### config.mk
export PLATFORM = sky130hd
export DESIGN_NAME = scanline_background_fetch_scheduler_flat
export DESIGN_NICKNAME = d
export VERILOG_FILES = /design/src/sv/sbfs_pkg.sv /design/src/sv/sbfs_item_if.sv /design/src/sv/sbfs_result_if.sv /design/src/sv/scanline_background_fetch_scheduler.sv /design/src/sv/sbfs_dot_sched.sv /design/src/sv/sbfs_ref_unit.sv /design/src/flat_wrapper.sv
export VERILOG_INCLUDE_DIRS = /design/src /design/src/sv
export SDC_FILE = /design/constraint.sdc
export NUM_CORES = 2
export LEC_CHECK = 0
export ABC_AREA = 1
export BUFFER_PORTS_ARGS = -buffer_cell sky130_fd_sc_hd__clkbuf_2
export CORE_MARGIN = 5
export CORE_UTILIZATION = 55
export DETAILED_ROUTE_END_ITERATION = 8
export GPL_ROUTABILITY_DRIVEN = 0
export PLACE_DENSITY = 0.76
export SKIP_CTS_REPAIR_TIMING = 1
export SYNTH_ARGS = -nofsm -noshare
export SYNTH_HDL_FRONTEND = slang
export SYNTH_SLANG_ARGS = --single-unit
### constraint.sdc
create_clock -name clk_i -period 18.27 [get_ports clk_i]
set_clock_uncertainty 0.05 [all_clocks]
set_input_delay 2.7405 -clock clk_i [delete_from_list [all_inputs] [get_ports clk_i]]
set_output_delay 2.7405 -clock clk_i [all_outputs]
set_load 0.005 [all_outputs]
### src/sv/scanline_background_fetch_scheduler_assert.svh
// assertion macros for the scanline background fetch scheduler
// no dependencies; included by the modules that carry assertions
`ifndef SCANLINE_BACKGROUND_FETCH_SCHEDULER_ASSERT_SVH
`define SCANLINE_BACKGROUND_FETCH_SCHEDULER_ASSERT_SVH

// same-cycle implication, disabled while reset is low
`define SBFS_ASSERT_IMP(lbl, clk, rst_n, ante, cons, msg) \
  lbl: assert property (@(posedge clk) disable iff (!rst_n) (ante) |-> (cons)) \
    else $error(msg);

// next-cycle implication, disabled while reset is low
`define SBFS_ASSERT_NXT(lbl, clk, rst_n, ante, cons, msg) \
  lbl: assert property (@(posedge clk) disable iff (!rst_n) (ante) |=> (cons)) \
    else $error(msg);

`endif

### src/sv/sbfs_pkg.sv
// shared types and constants of the scanline background fetch scheduler
// no dependencies; used by the interfaces and all modules
package sbfs_pkg;

  localparam int CYCLE_W    = 11;
  localparam int LINE_W     = 8;
  localparam int REF_IN_W   = 28;
  localparam int REF_W      = 32;
  localparam int STEP_W     = 16;
  localparam int MODE_W     = 3;
  localparam int MSIZE_W    = 5;
  localparam int MOSAIC_W   = 4;
  localparam int CFG_IDX_W  = 3;
  localparam int CFG_DATA_W = 16;
  localparam int PROD_W     = MSIZE_W + 1 + STEP_W;

  // last line below which the vertical mosaic counter runs
  localparam logic [LINE_W-1:0] MOSAIC_LAST_LINE = LINE_W'(159);

  // background modes
  localparam logic [MODE_W-1:0] MODE_TEXT         = MODE_W'(0);
  localparam logic [MODE_W-1:0] MODE_MIXED        = MODE_W'(1);
  localparam logic [MODE_W-1:0] MODE_AFFINE       = MODE_W'(2);
  localparam logic [MODE_W-1:0] MODE_BITMAP_FIRST = MODE_W'(3);
  localparam logic [MODE_W-1:0] MODE_BITMAP_LAST  = MODE_W'(5);

  typedef enum logic [1:0] {
    FUNC_WRITE_REF  = 2'd0,
    FUNC_LINE_START = 2'd1,
    FUNC_TICK       = 2'd2
  } sbfs_func_e;

  typedef enum logic [CFG_IDX_W-1:0] {
    CFG_BG_MODE     = 3'd0,
    CFG_ENABLE_MASK = 3'd1,
    CFG_MOSAIC_Y    = 3'd2,
    CFG_MOSAIC_EN   = 3'd3,
    CFG_STEP_B_BG2  = 3'd4,
    CFG_STEP_D_BG2  = 3'd5,
    CFG_STEP_B_BG3  = 3'd6,
    CFG_STEP_D_BG3  = 3'd7
  } sbfs_cfg_idx_e;

  typedef struct packed {
    logic [MODE_W-1:0]        bg_mode;
    logic [3:0]               enable_mask;
    logic [MSIZE_W-1:0]       mosaic_size_y;
    logic [1:0]               mosaic_enable_mask;
    logic signed [STEP_W-1:0] step_b_bg2;
    logic signed [STEP_W-1:0] step_d_bg2;
    logic signed [STEP_W-1:0] step_b_bg3;
    logic signed [STEP_W-1:0] step_d_bg3;
  } sbfs_cfg_t;

  // per-tick schedule decision, without the reference values
  typedef struct packed {
    logic               text_valid;
    logic [1:0]         text_bg;
    logic               affine_valid;
    logic               affine_bg;
    logic               bitmap_valid;
    logic [CYCLE_W-1:0] dot_cycle;
    logic               line_end;
    logic               ref_valid;
    logic               ref_id;
  } sbfs_sched_t;

  // control from the scheduler to the reference unit
  typedef struct packed {
    logic       line_start;
    logic       first_line;
    logic [1:0] advance;
    logic [1:0] use_mosaic;
  } sbfs_ref_ctl_t;

  typedef struct packed {
    logic                    text_valid;
    logic [1:0]              text_bg;
    logic                    affine_valid;
    logic                    affine_bg;
    logic                    bitmap_valid;
    logic [CYCLE_W-1:0]      dot_cycle;
    logic signed [REF_W-1:0] ref_x;
    logic signed [REF_W-1:0] ref_y;
    logic                    line_end;
  } sbfs_result_t;

endpackage

### src/sv/sbfs_item_if.sv
// input item channel of the scanline background fetch scheduler
// depends on sbfs_pkg for field widths
interface sbfs_item_if;
  logic                                 valid;
  logic                                 ready;
  logic [1:0]                           func;
  logic [sbfs_pkg::LINE_W-1:0]          line_number;
  logic                                 ref_bg;
  logic                                 ref_axis;
  logic signed [sbfs_pkg::REF_IN_W-1:0] ref_value;

  modport source (
    output valid, func, line_number, ref_bg, ref_axis, ref_value,
    input  ready
  );
  modport sink (
    input  valid, func, line_number, ref_bg, ref_axis, ref_value,
    output ready
  );
endinterface

### src/sv/sbfs_result_if.sv
// result item channel of the scanline background fetch scheduler
// depends on sbfs_pkg for field widths
interface sbfs_result_if;
  logic                              valid;
  logic                              ready;
  logic                              text_valid;
  logic [1:0]                        text_bg;
  logic                              affine_valid;
  logic                              affine_bg;
  logic                              bitmap_valid;
  logic [sbfs_pkg::CYCLE_W-1:0]      dot_cycle;
  logic signed [sbfs_pkg::REF_W-1:0] ref_x;
  logic signed [sbfs_pkg::REF_W-1:0] ref_y;
  logic                              line_end;

  modport source (
    output valid, text_valid, text_bg, affine_valid, affine_bg, bitmap_valid,
           dot_cycle, ref_x, ref_y, line_end,
    input  ready
  );
  modport sink (
    input  valid, text_valid, text_bg, affine_valid, affine_bg, bitmap_valid,
           dot_cycle, ref_x, ref_y, line_end,
    output ready
  );
endinterface

### src/sv/scanline_background_fetch_scheduler.sv
// Scanline background fetch scheduler: takes one item per clock cycle (reference
// write, line start or dot-cycle tick) while ready is high and returns one result
// per tick from a single registered decode pass. An output register with a skid
// stage behind it keeps input transfers going for one more item while a result
// waits, so the rate holds while results are taken. The user writes configuration
// via cfg_we_i/cfg_idx_i/cfg_wdata_i only while idle; not enforced by the block.
// Depends on sbfs_pkg, sbfs_item_if, sbfs_result_if, sbfs_dot_sched, sbfs_ref_unit.
`include "scanline_background_fetch_scheduler_assert.svh"

module scanline_background_fetch_scheduler #(
  parameter int LINE_CYCLES   = 1232,
  parameter int ACTIVE_CYCLES = 1007
) (
  input  logic                              clk_i,
  input  logic                              rst_ni,
  input  logic                              cfg_we_i,
  input  logic [sbfs_pkg::CFG_IDX_W-1:0]    cfg_idx_i,
  input  logic [sbfs_pkg::CFG_DATA_W-1:0]   cfg_wdata_i,
  sbfs_item_if.sink                         item_i,
  sbfs_result_if.source                     result_o
);
  import sbfs_pkg::*;

  sbfs_cfg_t     cfg_q;
  sbfs_sched_t   sched;
  sbfs_ref_ctl_t ref_ctl;
  sbfs_result_t  res_new;
  sbfs_result_t  out_q, skid_q;
  logic          out_valid_q, skid_valid_q;

  logic signed [REF_W-1:0] line_x [2];
  logic signed [REF_W-1:0] line_y [2];

  logic       item_xfer, is_write, is_line_start, is_tick;
  logic       out_xfer;
  sbfs_func_e func;

  // input transfer and command decode
  assign item_i.ready  = !skid_valid_q;
  assign item_xfer     = item_i.valid && item_i.ready;
  assign func          = sbfs_func_e'(item_i.func);
  assign is_write      = item_xfer && (func == FUNC_WRITE_REF);
  assign is_line_start = item_xfer && (func == FUNC_LINE_START);
  assign is_tick       = item_xfer && (func == FUNC_TICK);

  // configuration registers
  always_ff @(posedge clk_i or negedge rst_ni) begin
    if (!rst_ni) begin
      cfg_q <= '{mosaic_size_y: MSIZE_W'(1), default: '0};
    end else if (cfg_we_i) begin
      case (sbfs_cfg_idx_e'(cfg_idx_i))
        CFG_BG_MODE:     cfg_q.bg_mode            <= cfg_wdata_i[MODE_W-1:0];
        CFG_ENABLE_MASK: cfg_q.enable_mask        <= cfg_wdata_i[3:0];
        CFG_MOSAIC_Y:    cfg_q.mosaic_size_y      <= cfg_wdata_i[MSIZE_W-1:0];
        CFG_MOSAIC_EN:   cfg_q.mosaic_enable_mask <= cfg_wdata_i[1:0];
        CFG_STEP_B_BG2:  cfg_q.step_b_bg2         <= cfg_wdata_i[STEP_W-1:0];
        CFG_STEP_D_BG2:  cfg_q.step_d_bg2         <= cfg_wdata_i[STEP_W-1:0];
        CFG_STEP_B_BG3:  cfg_q.step_b_bg3         <= cfg_wdata_i[STEP_W-1:0];
        CFG_STEP_D_BG3:  cfg_q.step_d_bg3         <= cfg_wdata_i[STEP_W-1:0];
        default: ;
      endcase
    end
  end

  sbfs_dot_sched #(
    .LINE_CYCLES   (LINE_CYCLES),
    .ACTIVE_CYCLES (ACTIVE_CYCLES)
  ) u_sched (
    .clk_i         (clk_i),
    .rst_ni        (rst_ni),
    .tick_i        (is_tick),
    .line_start_i  (is_line_start),
    .line_number_i (item_i.line_number),
    .cfg_i         (cfg_q),
    .sched_o       (sched),
    .ref_ctl_o     (ref_ctl)
  );

  sbfs_ref_unit u_ref (
    .clk_i      (clk_i),
    .rst_ni     (rst_ni),
    .wr_en_i    (is_write),
    .wr_bg_i    (item_i.ref_bg),
    .wr_axis_i  (item_i.ref_axis),
    .wr_value_i (item_i.ref_value),
    .ctl_i      (ref_ctl),
    .cfg_i      (cfg_q),
    .line_x_o   (line_x),
    .line_y_o   (line_y)
  );

  // assemble the result of this tick
  always_comb begin
    res_new              = '0;
    res_new.text_valid   = sched.text_valid;
    res_new.text_bg      = sched.text_bg;
    res_new.affine_valid = sched.affine_valid;
    res_new.affine_bg    = sched.affine_bg;
    res_new.bitmap_valid = sched.bitmap_valid;
    res_new.dot_cycle    = sched.dot_cycle;
    res_new.line_end     = sched.line_end;
    if (sched.ref_valid) begin
      res_new.ref_x = line_x[sched.ref_id];
      res_new.ref_y = line_y[sched.ref_id];
    end
  end

  // output register with skid stage
  assign out_xfer = out_valid_q && result_o.ready;

  always_ff @(posedge clk_i or negedge rst_ni) begin
    if (!rst_ni) begin
      out_valid_q  <= 1'b0;
      skid_valid_q <= 1'b0;
    end else if (skid_valid_q) begin
      if (out_xfer) begin
        skid_valid_q <= 1'b0;
      end
    end else if (is_tick) begin
      if (out_valid_q && !out_xfer) begin
        skid_valid_q <= 1'b1;
      end else begin
        out_valid_q <= 1'b1;
      end
    end else if (out_xfer) begin
      out_valid_q <= 1'b0;
    end
  end

  always_ff @(posedge clk_i) begin
    if (skid_valid_q) begin
      if (out_xfer) begin
        out_q <= skid_q;
      end
    end else if (is_tick) begin
      if (out_valid_q && !out_xfer) begin
        skid_q <= res_new;
      end else begin
        out_q <= res_new;
      end
    end
  end

  assign result_o.valid        = out_valid_q;
  assign result_o.text_valid   = out_q.text_valid;
  assign result_o.text_bg      = out_q.text_bg;
  assign result_o.affine_valid = out_q.affine_valid;
  assign result_o.affine_bg    = out_q.affine_bg;
  assign result_o.bitmap_valid = out_q.bitmap_valid;
  assign result_o.dot_cycle    = out_q.dot_cycle;
  assign result_o.ref_x        = out_q.ref_x;
  assign result_o.ref_y        = out_q.ref_y;
  assign result_o.line_end     = out_q.line_end;

  // a tick transfer always leaves a result pending in the next cycle
  `SBFS_ASSERT_NXT(a_tick_gives_result, clk_i, rst_ni, is_tick, out_valid_q, "tick result lost")
  // the skid stage only fills behind a held output register
  `SBFS_ASSERT_IMP(a_skid_behind_out, clk_i, rst_ni, skid_valid_q, out_valid_q, "skid without output")
  // line end is reported on the last dot cycle only
  `SBFS_ASSERT_IMP(a_line_end_cycle, clk_i, rst_ni, out_valid_q && out_q.line_end,
    out_q.dot_cycle == CYCLE_W'(LINE_CYCLES), "line end on wrong cycle")
  // affine and bitmap fetches exclude each other
  `SBFS_ASSERT_IMP(a_affine_or_bitmap, clk_i, rst_ni, out_valid_q && out_q.affine_valid,
    !out_q.bitmap_valid, "affine and bitmap in one cycle")

endmodule

### src/sv/sbfs_dot_sched.sv
// dot-cycle counter, mosaic counter and per-tick layer decode
// depends on sbfs_pkg
module sbfs_dot_sched #(
  parameter int LINE_CYCLES   = 1232,
  parameter int ACTIVE_CYCLES = 1007
) (
  input  logic                            clk_i,
  input  logic                            rst_ni,
  input  logic                            tick_i,
  input  logic                            line_start_i,
  input  logic [sbfs_pkg::LINE_W-1:0]     line_number_i,
  input  sbfs_pkg::sbfs_cfg_t             cfg_i,
  output sbfs_pkg::sbfs_sched_t           sched_o,
  output sbfs_pkg::sbfs_ref_ctl_t         ref_ctl_o
);
  import sbfs_pkg::*;

  logic [CYCLE_W-1:0]  cycle_q, cycle_d;
  logic [LINE_W-1:0]   line_q, line_d;
  logic [MOSAIC_W-1:0] mosaic_q, mosaic_d;

  logic [CYCLE_W-1:0]  cycle;
  logic                running, active, last;
  logic [MSIZE_W-1:0]  mosaic_inc;
  logic [MOSAIC_W-1:0] mosaic_next;
  logic [1:0]          text_id;
  logic                aff_id;
  logic                bitmap_mode;
  logic                adv_bg2, adv_bg3;

  assign cycle   = cycle_q + CYCLE_W'(1);
  assign running = cycle_q < CYCLE_W'(LINE_CYCLES);
  assign active  = cycle < CYCLE_W'(ACTIVE_CYCLES);
  assign last    = cycle == CYCLE_W'(LINE_CYCLES);
  assign text_id = cycle[1:0];
  assign aff_id  = ~cycle[1];
  assign bitmap_mode = cfg_i.bg_mode inside {[MODE_BITMAP_FIRST:MODE_BITMAP_LAST]};

  // vertical mosaic counter value after the line ends
  always_comb begin
    mosaic_inc = {1'b0, mosaic_q} + MSIZE_W'(1);
    if (line_q < MOSAIC_LAST_LINE) begin
      mosaic_next = (mosaic_inc == cfg_i.mosaic_size_y) ? '0 : mosaic_inc[MOSAIC_W-1:0];
    end else begin
      mosaic_next = '0;
    end
  end

  // layer decode for the cycle handled by this tick
  always_comb begin
    sched_o = '0;
    if (running) begin
      sched_o.dot_cycle = cycle;
      sched_o.line_end  = last;
      if ((cfg_i.bg_mode == MODE_TEXT || cfg_i.bg_mode == MODE_MIXED) &&
          (!text_id[1] || cfg_i.bg_mode == MODE_TEXT) && cfg_i.enable_mask[text_id]) begin
        sched_o.text_valid = 1'b1;
        sched_o.text_bg    = text_id;
      end
      if (active) begin
        if ((cfg_i.bg_mode == MODE_MIXED || cfg_i.bg_mode == MODE_AFFINE) &&
            (!aff_id || cfg_i.bg_mode == MODE_AFFINE) && cfg_i.enable_mask[{1'b1, aff_id}]) begin
          sched_o.affine_valid = 1'b1;
          sched_o.affine_bg    = aff_id;
          sched_o.ref_valid    = 1'b1;
          sched_o.ref_id       = aff_id;
        end
        if (bitmap_mode && cfg_i.enable_mask[2]) begin
          sched_o.bitmap_valid = 1'b1;
          sched_o.ref_valid    = 1'b1;
          sched_o.ref_id       = 1'b0;
        end
      end
    end
  end

  // reference advance at line end, gated by mosaic block boundary
  assign adv_bg2 = (cfg_i.bg_mode >= MODE_MIXED) && (cfg_i.bg_mode <= MODE_BITMAP_LAST) &&
                   cfg_i.enable_mask[2] &&
                   (!cfg_i.mosaic_enable_mask[0] || mosaic_next == '0);
  assign adv_bg3 = (cfg_i.bg_mode == MODE_AFFINE) && cfg_i.enable_mask[3] &&
                   (!cfg_i.mosaic_enable_mask[1] || mosaic_next == '0);

  always_comb begin
    ref_ctl_o            = '0;
    ref_ctl_o.line_start = line_start_i;
    ref_ctl_o.first_line = line_number_i == '0;
    ref_ctl_o.use_mosaic = cfg_i.mosaic_enable_mask;
    if (tick_i && running && last) begin
      ref_ctl_o.advance = {adv_bg3, adv_bg2};
    end
  end

  // counter next state
  always_comb begin
    cycle_d  = cycle_q;
    line_d   = line_q;
    mosaic_d = mosaic_q;
    if (line_start_i) begin
      cycle_d = '0;
      line_d  = line_number_i;
    end else if (tick_i && running) begin
      cycle_d = cycle;
      if (last) begin
        mosaic_d = mosaic_next;
      end
    end
  end

  always_ff @(posedge clk_i or negedge rst_ni) begin
    if (!rst_ni) begin
      cycle_q  <= '0;
      line_q   <= '0;
      mosaic_q <= '0;
    end else begin
      cycle_q  <= cycle_d;
      line_q   <= line_d;
      mosaic_q <= mosaic_d;
    end
  end

endmodule

### src/sv/sbfs_ref_unit.sv
// affine reference points of BG2/BG3: initial, current and line-latched values
// depends on sbfs_pkg
module sbfs_ref_unit (
  input  logic                                 clk_i,
  input  logic                                 rst_ni,
  input  logic                                 wr_en_i,
  input  logic                                 wr_bg_i,
  input  logic                                 wr_axis_i,
  input  logic signed [sbfs_pkg::REF_IN_W-1:0] wr_value_i,
  input  sbfs_pkg::sbfs_ref_ctl_t              ctl_i,
  input  sbfs_pkg::sbfs_cfg_t                  cfg_i,
  output logic signed [sbfs_pkg::REF_W-1:0]    line_x_o [2],
  output logic signed [sbfs_pkg::REF_W-1:0]    line_y_o [2]
);
  import sbfs_pkg::*;

  logic signed [REF_IN_W-1:0] init_x_q [2];
  logic signed [REF_IN_W-1:0] init_y_q [2];
  logic signed [REF_W-1:0]    cur_x_q  [2];
  logic signed [REF_W-1:0]    cur_y_q  [2];
  logic signed [REF_W-1:0]    line_x_q [2];
  logic signed [REF_W-1:0]    line_y_q [2];
  logic [3:0]                 written_q;

  logic signed [STEP_W-1:0]   step_b [2];
  logic signed [STEP_W-1:0]   step_d [2];
  logic signed [PROD_W-1:0]   prod_b [2];
  logic signed [PROD_W-1:0]   prod_d [2];
  logic signed [REF_W-1:0]    inc_x  [2];
  logic signed [REF_W-1:0]    inc_y  [2];
  logic signed [REF_W-1:0]    load_x [2];
  logic signed [REF_W-1:0]    load_y [2];

  assign step_b[0] = cfg_i.step_b_bg2;
  assign step_d[0] = cfg_i.step_d_bg2;
  assign step_b[1] = cfg_i.step_b_bg3;
  assign step_d[1] = cfg_i.step_d_bg3;

  // per-line increment, scaled by the mosaic height when mosaic is on
  always_comb begin
    for (int i = 0; i < 2; i++) begin
      prod_b[i] = $signed({1'b0, cfg_i.mosaic_size_y}) * step_b[i];
      prod_d[i] = $signed({1'b0, cfg_i.mosaic_size_y}) * step_d[i];
      inc_x[i]  = ctl_i.use_mosaic[i] ? REF_W'(prod_b[i]) : REF_W'(step_b[i]);
      inc_y[i]  = ctl_i.use_mosaic[i] ? REF_W'(prod_d[i]) : REF_W'(step_d[i]);
      load_x[i] = (written_q[2*i] || ctl_i.first_line) ? REF_W'(init_x_q[i]) : cur_x_q[i];
      load_y[i] = (written_q[2*i+1] || ctl_i.first_line) ? REF_W'(init_y_q[i]) : cur_y_q[i];
    end
  end

  // reference writes, line-start reload and latch, line-end advance
  always_ff @(posedge clk_i or negedge rst_ni) begin
    if (!rst_ni) begin
      written_q <= '0;
      for (int i = 0; i < 2; i++) begin
        init_x_q[i] <= '0;
        init_y_q[i] <= '0;
        cur_x_q[i]  <= '0;
        cur_y_q[i]  <= '0;
        line_x_q[i] <= '0;
        line_y_q[i] <= '0;
      end
    end else if (wr_en_i) begin
      if (wr_axis_i) begin
        init_y_q[wr_bg_i] <= wr_value_i;
      end else begin
        init_x_q[wr_bg_i] <= wr_value_i;
      end
      written_q[{wr_bg_i, wr_axis_i}] <= 1'b1;
    end else if (ctl_i.line_start) begin
      written_q <= '0;
      for (int i = 0; i < 2; i++) begin
        cur_x_q[i]  <= load_x[i];
        cur_y_q[i]  <= load_y[i];
        line_x_q[i] <= load_x[i];
        line_y_q[i] <= load_y[i];
      end
    end else begin
      for (int i = 0; i < 2; i++) begin
        if (ctl_i.advance[i]) begin
          cur_x_q[i] <= cur_x_q[i] + inc_x[i];
          cur_y_q[i] <= cur_y_q[i] + inc_y[i];
        end
      end
    end
  end

  assign line_x_o = line_x_q;
  assign line_y_o = line_y_q;

endmodule
### src/flat_wrapper.sv
// flat-port wrapper written by rule: the top's interface ports become plain ports
module scanline_background_fetch_scheduler_flat import sbfs_pkg::*;
#(
  parameter int LINE_CYCLES   = 1232,
  parameter int ACTIVE_CYCLES = 1007
)
  (clk_i, rst_ni, cfg_we_i, cfg_idx_i, cfg_wdata_i, item_i_valid, item_i_func, item_i_line_number, item_i_ref_bg, item_i_ref_axis, item_i_ref_value, item_i_ready, result_o_valid, result_o_text_valid, result_o_text_bg, result_o_affine_valid, result_o_affine_bg, result_o_bitmap_valid, result_o_dot_cycle, result_o_ref_x, result_o_ref_y, result_o_line_end, result_o_ready);
  sbfs_item_if item_i_i ();
  sbfs_result_if result_o_i ();
  input  logic clk_i;
  input  logic rst_ni;
  input  logic cfg_we_i;
  input  logic [sbfs_pkg::CFG_IDX_W-1:0] cfg_idx_i;
  input  logic [sbfs_pkg::CFG_DATA_W-1:0] cfg_wdata_i;
  input wire logic [$bits(item_i_i.valid)-1:0] item_i_valid;
  input wire logic [$bits(item_i_i.func)-1:0] item_i_func;
  input wire logic [$bits(item_i_i.line_number)-1:0] item_i_line_number;
  input wire logic [$bits(item_i_i.ref_bg)-1:0] item_i_ref_bg;
  input wire logic [$bits(item_i_i.ref_axis)-1:0] item_i_ref_axis;
  input wire logic [$bits(item_i_i.ref_value)-1:0] item_i_ref_value;
  output wire logic [$bits(item_i_i.ready)-1:0] item_i_ready;
  output wire logic [$bits(result_o_i.valid)-1:0] result_o_valid;
  output wire logic [$bits(result_o_i.text_valid)-1:0] result_o_text_valid;
  output wire logic [$bits(result_o_i.text_bg)-1:0] result_o_text_bg;
  output wire logic [$bits(result_o_i.affine_valid)-1:0] result_o_affine_valid;
  output wire logic [$bits(result_o_i.affine_bg)-1:0] result_o_affine_bg;
  output wire logic [$bits(result_o_i.bitmap_valid)-1:0] result_o_bitmap_valid;
  output wire logic [$bits(result_o_i.dot_cycle)-1:0] result_o_dot_cycle;
  output wire logic [$bits(result_o_i.ref_x)-1:0] result_o_ref_x;
  output wire logic [$bits(result_o_i.ref_y)-1:0] result_o_ref_y;
  output wire logic [$bits(result_o_i.line_end)-1:0] result_o_line_end;
  input wire logic [$bits(result_o_i.ready)-1:0] result_o_ready;
  assign item_i_i.valid = item_i_valid;
  assign item_i_i.func = item_i_func;
  assign item_i_i.line_number = item_i_line_number;
  assign item_i_i.ref_bg = item_i_ref_bg;
  assign item_i_i.ref_axis = item_i_ref_axis;
  assign item_i_i.ref_value = item_i_ref_value;
  assign item_i_ready = item_i_i.ready;
  assign result_o_valid = result_o_i.valid;
  assign result_o_text_valid = result_o_i.text_valid;
  assign result_o_text_bg = result_o_i.text_bg;
  assign result_o_affine_valid = result_o_i.affine_valid;
  assign result_o_affine_bg = result_o_i.affine_bg;
  assign result_o_bitmap_valid = result_o_i.bitmap_valid;
  assign result_o_dot_cycle = result_o_i.dot_cycle;
  assign result_o_ref_x = result_o_i.ref_x;
  assign result_o_ref_y = result_o_i.ref_y;
  assign result_o_line_end = result_o_i.line_end;
  assign result_o_i.ready = result_o_ready;
  scanline_background_fetch_scheduler #(.LINE_CYCLES(LINE_CYCLES), .ACTIVE_CYCLES(ACTIVE_CYCLES)) u_core (.clk_i(clk_i), .rst_ni(rst_ni), .cfg_we_i(cfg_we_i), .cfg_idx_i(cfg_idx_i), .cfg_wdata_i(cfg_wdata_i), .item_i(item_i_i), .result_o(result_o_i));
endmodule
==> results.cfg <==
[floorplan]
ios = 148
core_um2 = 86600
dieHeight_um = 305
die_area_um2 = 93000
initial_core_util_pct = 55.3
rows = 108
die_x_um = 305

[timing]
hold_viol_final = 0
setup_viol = 0
tightest_slew_ps = 1190
period_minus_slack_ps = 7160
drv_slew = 0
rsz0062_at_grt = false
slew_headroom_pct = 20.8
period_share_pct = 39.2
fmax_ghz = 0.140
setup_tns_ps = 0

[logic_synthesis]
yosysTopAreaCellShare_pct = 24.8
ys_ff_latch = 639
ys_top_cells_by_area = dfrtp_1 25%, nand2_1 13%, edfxtp_1 10%
synth_cell_types = 50
synth_fp_nets = 7031
async_flop_share_pct = 74.3
postSynthCellCount = 6460
yosys_warnings = 0
yosysTopAreaCell = dfrtp_1
synthFlopType = dfrtp_1
syn_avg_cell_area_um2 = 7.41
synth-seq-area-share_pct = 35.1
synth_edf_count = 164
syn_area_um2 = 47900

[placement]
place.port_buffers = 147
dpl.cell_count = 7571
dpl.hpwl_um = 101000

[critical_path]
r2r_start = u_core.cfg_q[66]$_DFFE_PN1P_
critPathLaunchType = register
endpoint_kind = register
cp.arrival_ps = 7580
worstSetupPathType = register to register
worst-path-max-fanout = 37
rrSetupSlack_ps = 11110
cp.required_ps = 18680
rr_endpoint = u_core.u_ref.cur_x_q[23]$_DFFE_PN0P_
ff2ff_path_depth = 26

[pwr]
irDropWorstVdd_mv = 0.0878
power_density_nw_per_um2 = 164
leakage_nw = 28.3

[global_route]
grt_pass1_vias = 42200
antenna_found_initial = 5
grt_max_degree = 152
grt.overflow.total = 0
grt_pass1_wl_um = 220000
grt_use_total_pct = 29.1

[cts]
clockBufferDepth = 3
cts.sinks = 639
clk_latency_ps = 620
cts_root_buffer = clkbuf_16
path_clk_slew_ps = 60
htree_levels = 3
cts_buffers = 71
tritoncts = built

[routing]
final_antenna_net_count = 0
drt_iter0_markers = 4175
wire_per_inst_um = 17.8
drt-total-wl_um = 137000
firstDrtPassIters = 7
viasPerCell = 5.57
drt_drc_violations_left = 0
vias = 43000

[layout]
area_delta_synth_final_pct = 8.55
mostFrequentLayoutCell = nand2_1
fin_nets = 7060
final_util_pct = 60.0
final_cells = 7707
drive_gt1_share_pct = 5.56
final_cell_mix = 1652 x nand2_1, 1266 x inv_1, 638 x o21ai_0
fillers = 7735

[run]
cap_violations = 0

[hold_path]
min_from = u_core.u_ref.init_x_q[36]$_DFFE_PN0P_
min_path_type = register to register
hold_depth = 2
hold_end = u_core.u_ref.init_x_q[36]$_DFFE_PN0P_

[status]
status = finished clean
## worst max-delay path: stages (launching register included)
cell and delay (ps):
dfstp_2 920, buf_4 530, nand2_1 120, inv_1 110, fa_1 420, fa_1 540
inv_1 50, fa_1 480, inv_1 50, ha_1 360, nand2_1 110, o21ai_0 240
a21oi_1 100, o21ai_0 270, a31oi_1 150, xor2_1 160, o21ai_0 500, ha_1 300
nand2_1 130, nor2_1 160, nand2_1 60, o21ai_0 550, nand2_1 130, nand2_1 170
a21oi_1 90, o21ai_0 130, a31oi_1 120
## cell families after synthesis
group	after synthesis	synth area share (%)
xor gates and xnor gates	69	1.26
buffers and inverters	1492	11.9
and+or+nand+nor	2487	20.9
adders and majority gates	507	16.4
AOI/OAI and AO/OA	1266	14.5
DFF	639	35.1
## power breakdown
group / internal [mW] / total (mW) / leakage [nW] / switching [mW]
Sequential: 1.91 / 2.22 / 7.41 / 0.316
Clock: 0.878 / 1.50 / 1.19 / 0.622
Combinational: 1.67 / 4.80 / 19.7 / 3.13
Total: 4.46 / 8.53 / 28.3 / 4.07
## state kept, by name, summed over array words and instances (netlist names), 32 cells and up
name / flops
u_core.skid_q: 82
u_core.result_o.ref_x: 32
u_core.u_ref.init_y_q: 56
u_core.u_ref.line_x_o: 64
u_core.cfg_q: 78
u_core.result_o.ref_y: 32
u_core.u_ref.line_y_o: 64
u_core.u_ref.cur_y_q: 64
u_core.u_ref.cur_x_q: 64
u_core.u_ref.init_x_q: 56
## synth_stat cells, types with 23 or more instances
cell type	instances
nand2_1	1653
inv_1	1267
o21ai_0	638
dfrtp_1	474
nor2_1	436
ha_1	307
a21oi_1	272
nand3_1	269
fa_1	200
edfxtp_1	164
clkbuf_1	146
o21ai_1	80
a31oi_1	77
o211ai_1	74
buf_2	41
xnor2_1	40
nor3_1	37
o21bai_1	34
or2_2	34
xor2_1	29
buf_1	28
nand4_1	23
## worst max path at each step
stage                                             from                              endpoint  slack, ps  depth (start not counted)
after global placement    u_core.cfg_q[66]$_DFFE_PN1P_  u_core.u_ref.cur_x_q[31]$_DFFE_PN0P_      11500                         28
after detailed placement  u_core.cfg_q[68]$_DFFE_PN0P_  u_core.u_ref.cur_y_q[21]$_DFFE_PN0P_      11330                         27
after global routing      u_core.cfg_q[66]$_DFFE_PN1P_  u_core.u_ref.cur_x_q[18]$_DFFE_PN0P_      10630                         25
final                     u_core.cfg_q[66]$_DFFE_PN1P_  u_core.u_ref.cur_x_q[23]$_DFFE_PN0P_      11110                         26
after CTS                 u_core.cfg_q[68]$_DFFE_PN0P_  u_core.u_ref.cur_y_q[21]$_DFFE_PN0P_      11330                         27
after floorplan                         item_i_func[0]         u_core.skid_valid_q$_DFF_PN0_       6550                          2
## per-stage QoR
step / hold WS [ps] / power [mW] / instance area (um2) / worst slack [ps]
3_5_place_dp: 420 / 6.91 / 49500 / 11330
5_1_grt: 458 / 9.28 / 51900 / 10630
6_report: 433 / 8.53 / 52000 / 11110
3_3_place_gp: 416 / 6.78 / 49500 / 11500
2_1_floorplan: 398 / 5.67 / 47900 / 6550
4_1_cts: 437 / 8.45 / 51900 / 11330
## layer usage
metal  track usage [%]  vias to the layer above  routed length (um)
li1                  -                    20500                   -
met1              37.8                    20300               55200
met2              47.9                     1809               63000
met3              4.41                      367               11200
met4              14.3                        2                7830
met5                 0                        -                  11
## final cells by class
cell class | instances | area [um2] | area share [%]
Antenna cell | 6 | 15.0 | 0.0289
Clock buffer | 90 | 2020 | 3.90
Multi-Input combinational cell | 4329 | 25500 | 49.0
Inverter | 1271 | 4780 | 9.19
Sequential cell | 639 | 16800 | 32.4
Tap cell | 1155 | 1450 | 2.78
Timing Repair Buffer | 177 | 996 | 1.92
Clock inverter | 40 | 413 | 0.795
Power figures use the tool's default switching activity.
